File: config.mk
export PLATFORM = sky130hd
export DESIGN_NAME = nmea_sentence_framer
export DESIGN_NICKNAME = d
export VERILOG_FILES = /design/src/rtl/core/nsf_pkg.sv /design/src/rtl/core/nmea_sentence_framer.sv /design/src/rtl/core/nsf_front.sv /design/src/rtl/core/nsf_queue.sv /design/src/rtl/core/nsf_back.sv
export VERILOG_INCLUDE_DIRS = /design/src /design/src/rtl/core
export SDC_FILE = /design/constraint.sdc
export NUM_CORES = 1
export LEC_CHECK = 0
export ABC_AREA = 1
export ABC_CLOCK_PERIOD_IN_PS = 3700
export BUFFER_PORTS_ARGS = -buffer_cell sky130_fd_sc_hd__buf_2
export CORE_MARGIN = 5
export CORE_UTILIZATION = 52
export CTS_BUF_LIST = sky130_fd_sc_hd__clkbuf_4
export DETAILED_ROUTE_END_ITERATION = 12
export PLACE_DENSITY_LB_ADDON = 0.08
export SLEW_MARGIN = 40
export SYNTH_ARGS = -nofsm -noshare
export SYNTH_HDL_FRONTEND = slang
export SYNTH_HIERARCHICAL = 1
export SYNTH_SLANG_ARGS = --single-unit
File: constraint.sdc
create_clock -name clk_i -period 3.7 [get_ports clk_i]
set_input_delay 0.74 -clock clk_i [delete_from_list [all_inputs] [get_ports clk_i]]
set_output_delay 0.74 -clock clk_i [all_outputs]
set_load 0.03 [all_outputs]
File: src/rtl/core/nmea_sentence_framer_macros.svh
// Assertion helpers shared by the framer's modules.
`ifndef NMEA_SENTENCE_FRAMER_MACROS_SVH
`define NMEA_SENTENCE_FRAMER_MACROS_SVH

// Plain property, checked on every clock edge outside reset.
`define NSF_ASSERT(lbl, clk, rst_n, prop) \
  lbl: assert property (@(posedge clk) disable iff (!rst_n) (prop)) \
    else $error("%m: assertion failed");

// Implication form: cons must hold whenever ante holds.
`define NSF_ASSERT_IMP(lbl, clk, rst_n, ante, cons) \
  lbl: assert property (@(posedge clk) disable iff (!rst_n) (ante) |-> (cons)) \
    else $error("%m: assertion failed");

`endif

File: src/rtl/core/nsf_pkg.sv
package nsf_pkg;

  localparam int MaxSentence = 128;
  localparam int CntW        = $clog2(MaxSentence);
  localparam int QDepth      = 4;
  localparam int QIdxW       = $clog2(QDepth);

  localparam logic [7:0] ChStart = 8'h24;
  localparam logic [7:0] ChEnd   = 8'h0A;
  localparam logic [7:0] ChStar  = 8'h2A;

  typedef enum logic [0:0] {
    KindBody    = 1'b0,
    KindVerdict = 1'b1
  } nsf_kind_e;

  typedef enum logic [2:0] {
    StOk       = 3'd0,
    StFraming  = 3'd1,
    StMismatch = 3'd2,
    StOverflow = 3'd3,
    StShort    = 3'd4
  } nsf_status_e;

  typedef enum logic [1:0] {
    TypeOther = 2'd0,
    TypeGga   = 2'd1,
    TypeRmc   = 2'd2
  } nsf_type_e;

  // One classified beat as it travels from front to back.
  typedef struct packed {
    logic [7:0] data;
    logic       is_start;
    logic       is_end;
    logic       is_star;
    logic       hex_ok;
    logic [3:0] hex_val;
  } nsf_entry_t;

  function automatic logic [7:0] gga_char(input logic [2:0] i);
    logic [7:0] c;
    case (i)
      3'd0:    c = "G";
      3'd1:    c = "P";
      3'd2:    c = "G";
      3'd3:    c = "G";
      3'd4:    c = "A";
      3'd5:    c = ",";
      default: c = 8'h00;
    endcase
    return c;
  endfunction

  function automatic logic [7:0] rmc_char(input logic [2:0] i);
    logic [7:0] c;
    case (i)
      3'd0:    c = "G";
      3'd1:    c = "P";
      3'd2:    c = "R";
      3'd3:    c = "M";
      3'd4:    c = "C";
      3'd5:    c = ",";
      default: c = 8'h00;
    endcase
    return c;
  endfunction

endpackage

File: src/rtl/core/nmea_sentence_framer.sv
// NMEA 0183 sentence framer. Received characters come in one beat at a time;
// everything is dropped until '$', then each character except line feed is
// held in a four-deep tail window and the character leaving the window goes
// out as a body beat (with its index) and into the XOR checksum. Line feed
// yields one verdict beat: status (ok, framing error, checksum mismatch,
// overflow, body under six), GPGGA/GPRMC/other type, body length and the
// computed checksum. A character that would bring the count after '$' to 127
// is dropped and the sentence is cut off with an overflow verdict. A classifier
// writes a four-entry queue and the sequencer behind it drains one entry per
// cycle into the output register, so one beat per clock is sustained while the
// output is not stalled.
module nmea_sentence_framer import nsf_pkg::*; (
  input  logic        clk_i,
  input  logic        rst_ni,
  input  logic        in_valid_i,
  output logic        in_stall_o,
  input  logic [7:0]  rx_byte_i,
  output logic        out_valid_o,
  input  logic        out_stall_i,
  output logic        result_kind_o,
  output logic [7:0]  body_byte_o,
  output logic [6:0]  body_index_o,
  output logic [2:0]  status_o,
  output logic [1:0]  sentence_type_o,
  output logic [6:0]  body_length_o,
  output logic [7:0]  checksum_o
);

  logic        q_full, q_push, q_empty, q_pop;
  nsf_entry_t  q_wr, q_rd;
  nsf_kind_e   kind;
  nsf_status_e status;
  nsf_type_e   stype;

  nsf_front u_front (
    .in_valid_i (in_valid_i),
    .in_stall_o (in_stall_o),
    .rx_byte_i  (rx_byte_i),
    .q_full_i   (q_full),
    .q_push_o   (q_push),
    .q_entry_o  (q_wr)
  );

  nsf_queue u_queue (
    .clk_i   (clk_i),
    .rst_ni  (rst_ni),
    .push_i  (q_push),
    .entry_i (q_wr),
    .full_o  (q_full),
    .pop_i   (q_pop),
    .empty_o (q_empty),
    .entry_o (q_rd)
  );

  nsf_back u_back (
    .clk_i           (clk_i),
    .rst_ni          (rst_ni),
    .q_empty_i       (q_empty),
    .q_entry_i       (q_rd),
    .q_pop_o         (q_pop),
    .out_valid_o     (out_valid_o),
    .out_stall_i     (out_stall_i),
    .result_kind_o   (kind),
    .body_byte_o     (body_byte_o),
    .body_index_o    (body_index_o),
    .status_o        (status),
    .sentence_type_o (stype),
    .body_length_o   (body_length_o),
    .checksum_o      (checksum_o)
  );

  assign result_kind_o   = kind;
  assign status_o        = status;
  assign sentence_type_o = stype;

endmodule

File: src/rtl/core/nsf_front.sv
module nsf_front import nsf_pkg::*; (
  input  logic       in_valid_i,
  output logic       in_stall_o,
  input  logic [7:0] rx_byte_i,
  input  logic       q_full_i,
  output logic       q_push_o,
  output nsf_entry_t q_entry_o
);

  logic       is_digit, is_upper, is_lower;
  logic [7:0] off_digit, off_upper, off_lower;

  assign in_stall_o = q_full_i;
  assign q_push_o   = in_valid_i && !q_full_i;

  assign off_digit = rx_byte_i - 8'h30;
  assign off_upper = rx_byte_i - 8'h37;
  assign off_lower = rx_byte_i - 8'h57;

  assign is_digit = (rx_byte_i >= 8'h30) && (rx_byte_i <= 8'h39);
  assign is_upper = (rx_byte_i >= 8'h41) && (rx_byte_i <= 8'h46);
  assign is_lower = (rx_byte_i >= 8'h61) && (rx_byte_i <= 8'h66);

  always_comb begin
    q_entry_o.data     = rx_byte_i;
    q_entry_o.is_start = (rx_byte_i == ChStart);
    q_entry_o.is_end   = (rx_byte_i == ChEnd);
    q_entry_o.is_star  = (rx_byte_i == ChStar);
    q_entry_o.hex_ok   = is_digit || is_upper || is_lower;
    if (is_digit) begin
      q_entry_o.hex_val = off_digit[3:0];
    end else if (is_upper) begin
      q_entry_o.hex_val = off_upper[3:0];
    end else begin
      q_entry_o.hex_val = off_lower[3:0];
    end
  end

endmodule

File: src/rtl/core/nsf_queue.sv
`include "nmea_sentence_framer_macros.svh"

module nsf_queue import nsf_pkg::*; (
  input  logic       clk_i,
  input  logic       rst_ni,
  input  logic       push_i,
  input  nsf_entry_t entry_i,
  output logic       full_o,
  input  logic       pop_i,
  output logic       empty_o,
  output nsf_entry_t entry_o
);

  nsf_entry_t           mem_q [QDepth];
  logic [QIdxW-1:0]     wr_q, wr_d, rd_q, rd_d;
  logic [QIdxW:0]       cnt_q, cnt_d;

  assign full_o  = (cnt_q == (QIdxW+1)'(QDepth));
  assign empty_o = (cnt_q == '0);
  assign entry_o = mem_q[rd_q];

  always_comb begin
    wr_d  = push_i ? wr_q + 1'b1 : wr_q;
    rd_d  = pop_i  ? rd_q + 1'b1 : rd_q;
    cnt_d = cnt_q + (QIdxW+1)'(push_i) - (QIdxW+1)'(pop_i);
  end

  always_ff @(posedge clk_i or negedge rst_ni) begin
    if (!rst_ni) begin
      wr_q  <= '0;
      rd_q  <= '0;
      cnt_q <= '0;
    end else begin
      wr_q  <= wr_d;
      rd_q  <= rd_d;
      cnt_q <= cnt_d;
    end
  end

  always_ff @(posedge clk_i) begin
    if (push_i) begin
      mem_q[wr_q] <= entry_i;
    end
  end

  `NSF_ASSERT(a_cnt_bound, clk_i, rst_ni, cnt_q <= (QIdxW+1)'(QDepth))
  `NSF_ASSERT_IMP(a_no_over, clk_i, rst_ni, full_o, !push_i)
  `NSF_ASSERT_IMP(a_no_under, clk_i, rst_ni, empty_o, !pop_i)
  `NSF_ASSERT(a_ptr_gap, clk_i, rst_ni,
              (cnt_q == (QIdxW+1)'(QDepth)) || (cnt_q == '0) ? wr_q == rd_q : wr_q != rd_q)

endmodule

File: src/rtl/core/nsf_back.sv
`include "nmea_sentence_framer_macros.svh"

module nsf_back import nsf_pkg::*; (
  input  logic        clk_i,
  input  logic        rst_ni,
  input  logic        q_empty_i,
  input  nsf_entry_t  q_entry_i,
  output logic        q_pop_o,
  output logic        out_valid_o,
  input  logic        out_stall_i,
  output nsf_kind_e   result_kind_o,
  output logic [7:0]  body_byte_o,
  output logic [6:0]  body_index_o,
  output nsf_status_e status_o,
  output nsf_type_e   sentence_type_o,
  output logic [6:0]  body_length_o,
  output logic [7:0]  checksum_o
);

  logic            in_sent_q, in_sent_d;
  logic [CntW-1:0] cnt_q, cnt_d;
  logic [7:0]      xor_q, xor_d;
  logic            star_q, star_d;
  logic            gga_q, gga_d;
  logic            rmc_q, rmc_d;
  nsf_entry_t      win_q [4];
  logic            shift;

  logic            out_valid_q, out_valid_d;
  nsf_kind_e       kind_q, kind_d;
  logic [7:0]      byte_q, byte_d;
  logic [6:0]      idx_q, idx_d;
  nsf_status_e     status_q, status_d;
  nsf_type_e       type_q, type_d;
  logic [6:0]      len_q, len_d;
  logic [7:0]      xsum_q, xsum_d;

  logic            can_take, res_valid, full;
  logic [CntW-1:0] body_sent;
  nsf_type_e       cur_type;
  nsf_entry_t      old;

  assign can_take = !out_valid_q || !out_stall_i;
  assign q_pop_o  = !q_empty_i && can_take;
  assign full     = (cnt_q >= CntW'(4));
  assign body_sent = full ? cnt_q - CntW'(4) : '0;
  assign old      = win_q[0];

  always_comb begin
    if (body_sent < CntW'(6)) begin
      cur_type = TypeOther;
    end else if (gga_q) begin
      cur_type = TypeGga;
    end else if (rmc_q) begin
      cur_type = TypeRmc;
    end else begin
      cur_type = TypeOther;
    end
  end

  always_comb begin
    in_sent_d = in_sent_q;
    cnt_d     = cnt_q;
    xor_d     = xor_q;
    star_d    = star_q;
    gga_d     = gga_q;
    rmc_d     = rmc_q;
    shift     = 1'b0;
    res_valid = 1'b0;
    kind_d    = KindBody;
    byte_d    = '0;
    idx_d     = '0;
    status_d  = StOk;
    type_d    = TypeOther;
    len_d     = '0;
    xsum_d    = '0;

    if (q_pop_o) begin
      if (!in_sent_q) begin
        if (q_entry_i.is_start) begin
          in_sent_d = 1'b1;
        end
      end else if (q_entry_i.is_end || cnt_q >= CntW'(MaxSentence - 2)) begin
        res_valid = 1'b1;
        kind_d    = KindVerdict;
        if (!q_entry_i.is_end) begin
          status_d = StOverflow;
          type_d   = cur_type;
          len_d    = 7'(body_sent);
          xsum_d   = xor_q;
        end else if (full) begin
          type_d = cur_type;
          len_d  = 7'(body_sent);
          xsum_d = xor_q;
          if (!win_q[0].is_star || star_q || !win_q[1].hex_ok || !win_q[2].hex_ok) begin
            status_d = StFraming;
          end else if ({win_q[1].hex_val, win_q[2].hex_val} != xor_q) begin
            status_d = StMismatch;
          end else if (body_sent < CntW'(6)) begin
            status_d = StShort;
          end
        end else begin
          status_d = StFraming;
        end
        in_sent_d = 1'b0;
        cnt_d     = '0;
        xor_d     = '0;
        star_d    = 1'b0;
        gga_d     = 1'b1;
        rmc_d     = 1'b1;
      end else begin
        shift = 1'b1;
        cnt_d = cnt_q + 1'b1;
        if (full) begin
          res_valid = 1'b1;
          byte_d    = old.data;
          idx_d     = 7'(body_sent);
          xor_d     = xor_q ^ old.data;
          if (old.is_star) begin
            star_d = 1'b1;
          end
          // prefix match only looks at the first six body beats
          if (body_sent < CntW'(6)) begin
            if (old.data != gga_char(body_sent[2:0])) begin
              gga_d = 1'b0;
            end
            if (old.data != rmc_char(body_sent[2:0])) begin
              rmc_d = 1'b0;
            end
          end
        end
      end
    end

    out_valid_d = can_take ? res_valid : out_valid_q;
  end

  always_ff @(posedge clk_i or negedge rst_ni) begin
    if (!rst_ni) begin
      in_sent_q   <= 1'b0;
      cnt_q       <= '0;
      xor_q       <= '0;
      star_q      <= 1'b0;
      gga_q       <= 1'b1;
      rmc_q       <= 1'b1;
      out_valid_q <= 1'b0;
    end else begin
      in_sent_q   <= in_sent_d;
      cnt_q       <= cnt_d;
      xor_q       <= xor_d;
      star_q      <= star_d;
      gga_q       <= gga_d;
      rmc_q       <= rmc_d;
      out_valid_q <= out_valid_d;
    end
  end

  // tail window contents only matter once four beats have gone in
  always_ff @(posedge clk_i) begin
    if (shift) begin
      win_q[0] <= win_q[1];
      win_q[1] <= win_q[2];
      win_q[2] <= win_q[3];
      win_q[3] <= q_entry_i;
    end
    if (res_valid && can_take) begin
      kind_q   <= kind_d;
      byte_q   <= byte_d;
      idx_q    <= idx_d;
      status_q <= status_d;
      type_q   <= type_d;
      len_q    <= len_d;
      xsum_q   <= xsum_d;
    end
  end

  assign out_valid_o     = out_valid_q;
  assign result_kind_o   = kind_q;
  assign body_byte_o     = byte_q;
  assign body_index_o    = idx_q;
  assign status_o        = status_q;
  assign sentence_type_o = type_q;
  assign body_length_o   = len_q;
  assign checksum_o      = xsum_q;

  `NSF_ASSERT(a_cnt_cap, clk_i, rst_ni, cnt_q <= CntW'(MaxSentence - 2))
  `NSF_ASSERT_IMP(a_hunt_idle, clk_i, rst_ni, !in_sent_q,
                  cnt_q == '0 && xor_q == '0 && !star_q && gga_q && rmc_q)
  `NSF_ASSERT_IMP(a_verdict_hunts, clk_i, rst_ni,
                  out_valid_q && kind_q == KindVerdict, !in_sent_q)
  `NSF_ASSERT_IMP(a_body_in_sent, clk_i, rst_ni,
                  out_valid_q && kind_q == KindBody, in_sent_q && cnt_q >= CntW'(5))

endmodule
==> results.json <==
{
  "outcome": "completed",
  "clk_latency_ns": 0.55,
  "cp-end-kind": "flop",
  "grt_pass1_vias": 4640,
  "regArea_um2": 5213,
  "fin_crit_ns": 2.584,
  "p_int_w": 0.004678,
  "wl_per_cell_um": 14.81,
  "grt_pass1_wl_mm": 23.43,
  "synth_cell_type_count": 38,
  "holdBufCountCts": 0,
  "place_ws_ns": 1.038,
  "dieArea_um2": 17950,
  "cp.required_ns": 3.90,
  "skew_ns": 0.02109,
  "setup_violations": 0,
  "start_util": 0.5277,
  "gp_congestion": 0.9175,
  "gr-total-overflow": 0,
  "report.final.slew_viol_count": 0,
  "synthesis.nets": 757,
  "power_density_nw_per_um2": 903.1,
  "pin_count": 50,
  "slew_headroom": 0.4212,
  "port_buffers": 49,
  "htree_num_levels": 4,
  "final_nets": 801,
  "cts_resized": 0,
  "drt_iter0_drc": 388,
  "die_h_um": 134.0,
  "ys_ff_latch": 178,
  "cts_tree": "built",
  "p_seq_frac": 0.466,
  "die_w_um": 134.0,
  "cts.path.max_buffers": 2,
  "grt_max_degree": 52,
  "grtUsageTotal": 0.1685,
  "hp-class": "in2async",
  "yosysWarnings": 6,
  "routed_via_density": 5.028,
  "netlist_instances": 729,
  "final.fill_count": 1283,
  "clock-sinks": 178,
  "met2_usage": 0.2897,
  "final_common_cell": "nand2_1",
  "finalWirelength_mm": 14.44,
  "hold_viol": 0,
  "avgSynthCellArea_um2": 10.96,
  "crit_type": "reg2reg",
  "cts_root_buffer": "clkbuf_4",
  "areaGrowthSynthToFinish_pct": 8.046,
  "clockPowerShare": 0.161,
  "worst-path-max-fanout": 36,
  "p_leak_nw": 3.780,
  "grt-busiest-layer": "met2",
  "drc": 0,
  "ys_seq_area_frac": 0.6522,
  "finalCritPeriodShare": 0.6983,
  "multi_input_area_um2": 2072,
  "synth_edf_count": 151,
  "grt_antenna_before_repair": 1,
  "coreArea_um2": 15150,
  "rows": 45,
  "drive_gt1_frac": 0.1628,
  "setup_slack_ns": 1.116,
  "use_met1": 0.2073,
  "switching_share": 0.4002,
  "rsz0062_at_grt": "false",
  "vdd_drop_max_mv": 0.3485,
  "cts_buffers": 17,
  "ys.flop_type": "edfxtp_1",
  "setup_tns_ns": 0,
  "dp_hpwl_mm": 9.700,
  "globalRouteMet3Util": 0.03863,
  "synthesis.area_um2": 7993,
  "firstDrtPassIters": 5,
  "start_kind": "flop",
  "fmax_ghz": 0.3870,
  "max_slew.worst_pin.slew_ns": 0.8673,
  "worst_ep_arrival_time_ns": 2.79,
  "drv_cap": 0,
  "combPwrFrac": 0.372,
  "ant_nets": 0,
  "final_cell_mix": "166 x nand2_1, 151 x edfxtp_1, 111 x inv_1, 67 x nand3_1, 53 x nor2_1",
  "p_switching_w": 0.003121,
  "routed-via-count": 4902,
  "async_flop_share": 0.1517,
  "clk_pin_slew_worst_paths_ns": 0.14,
  "fin_hold_ws_ns": 0.1917,
  "post_cts_buffers": 0
}
-- flip-flops by register name (all words and copies together) (netlist names), 3 cells and up --
name,count
u_back/body_byte_o,8
u_back/checksum_o,8
u_back/body_index_o,7
u_queue/mem_q,64
u_back/body_length_o,7
u_queue/cnt_q,3
u_back/win_q,51
u_back/cnt_q,7
u_back/status_o,3
u_back/xor_q,8
-- final timing paths --
check / startpoint / to / slack (ns) / cells past startpoint
min: rst_ni / u_queue/wr_q[0] / 0.19 / 1
min reg2reg: u_back/win_q[2][12] / u_back/win_q[1][12] / 0.42 / 0
max: u_queue/rd_q[1] / u_back/checksum_o[7] / 1.12 / 7
max in group asynchronous: rst_ni / u_back/xor_q[6] / 3.06 / 1
min in group clk_i: u_back/win_q[2][12] / u_back/win_q[1][12] / 0.42 / 0
max reg2reg: u_queue/rd_q[1] / u_back/checksum_o[7] / 1.12 / 7
-- stage by stage --
step                utilization  cells  power [W]  cell area (um^2)
floorplan                     -    729   0.005868              7993
global placement         0.5467    942   0.006541              8280
CTS                      0.5700    974   0.007874              8633
detailed placement       0.5467    942   0.006618              8280
global route             0.5702    975   0.008331              8636
finish                   0.5702    975   0.007799              8636
-- per-layer routing --
layer  vias to the layer above  wire (um)
met1                      2284       6139
met2                       129       7331
li1                       2468          -
met4                         0        233
met3                        21        735
met5                         -          0
-- final cells by class --
type | instances | area share
timing repair buffer | 53 | 0.03332
clock inverter | 9 | 0.02086
sequential | 178 | 0.6036
multi-input combinational | 399 | 0.2399
tap | 188 | 0.02724
clock buffer | 23 | 0.01999
inverter | 124 | 0.05477
antenna | 1 | 0.0002898
-- cell families (layout without fill, tap and decap cells) --
logic type	count (synthesis)	in the layout	share of synthesized area
buffers and inverters	152	209	0.08860
and+or+nand+nor	336	336	0.1940
adders and majority gates	16	16	0.02599
DFF	178	178	0.6522
other	0	1	0
xor gates and xnor gates	12	12	0.01315
AOI/OAI and AO/OA	35	35	0.02615
-- cell usage after synthesis, types with 2 or more instances --
| cell | instances | area [um^2] |
|---|---|---|
| ha_1 | 15 | 187.7 |
| edfxtp_1 | 151 | 4534 |
| buf_4 | 13 | 97.59 |
| buf_2 | 4 | 20.02 |
| nand4_1 | 12 | 75.07 |
| nand2_1 | 166 | 623.1 |
| nand2_2 | 6 | 37.54 |
| nor2_1 | 53 | 198.9 |
| o21ai_2 | 3 | 26.28 |
| o21ai_0 | 12 | 60.06 |
| dfrtp_1 | 25 | 625.6 |
| inv_2 | 10 | 37.54 |
| nand3b_1 | 2 | 15.01 |
| nand3_2 | 2 | 20.02 |
| a21oi_1 | 14 | 70.07 |
| a21oi_2 | 2 | 17.52 |
| xor2_1 | 12 | 105.1 |
| nand3_4 | 2 | 35.03 |
| buf_6 | 10 | 112.6 |
| or2_2 | 3 | 18.77 |
| dfstp_2 | 2 | 52.55 |
| nand3_1 | 67 | 335.3 |
| inv_1 | 111 | 416.7 |
| nor2_4 | 4 | 45.04 |
| inv_4 | 3 | 18.77 |
| nor3_1 | 13 | 65.06 |
-- critical path, stage by stage (launching register included) --
cell     delay, ns
dfrtp_1       0.88
nand3_1       0.17
nand2_1       0.22
a21oi_4       0.07
nor2_4        0.28
nor2_1        0.15
inv_1         0.07
buf_4         0.38
-- power groups by stage --
stage	Clock, W	Combinational, W	Sequential [W]
after global routing	0.00138	0.00323	0.00372
after floorplan	0	0.00192	0.00395
after CTS	0.00130	0.00294	0.00364
after detailed placement	0	0.00293	0.00369
after global placement	0	0.00287	0.00367
final	0.00126	0.00290	0.00364
Power figures use the tool's default switching activity.
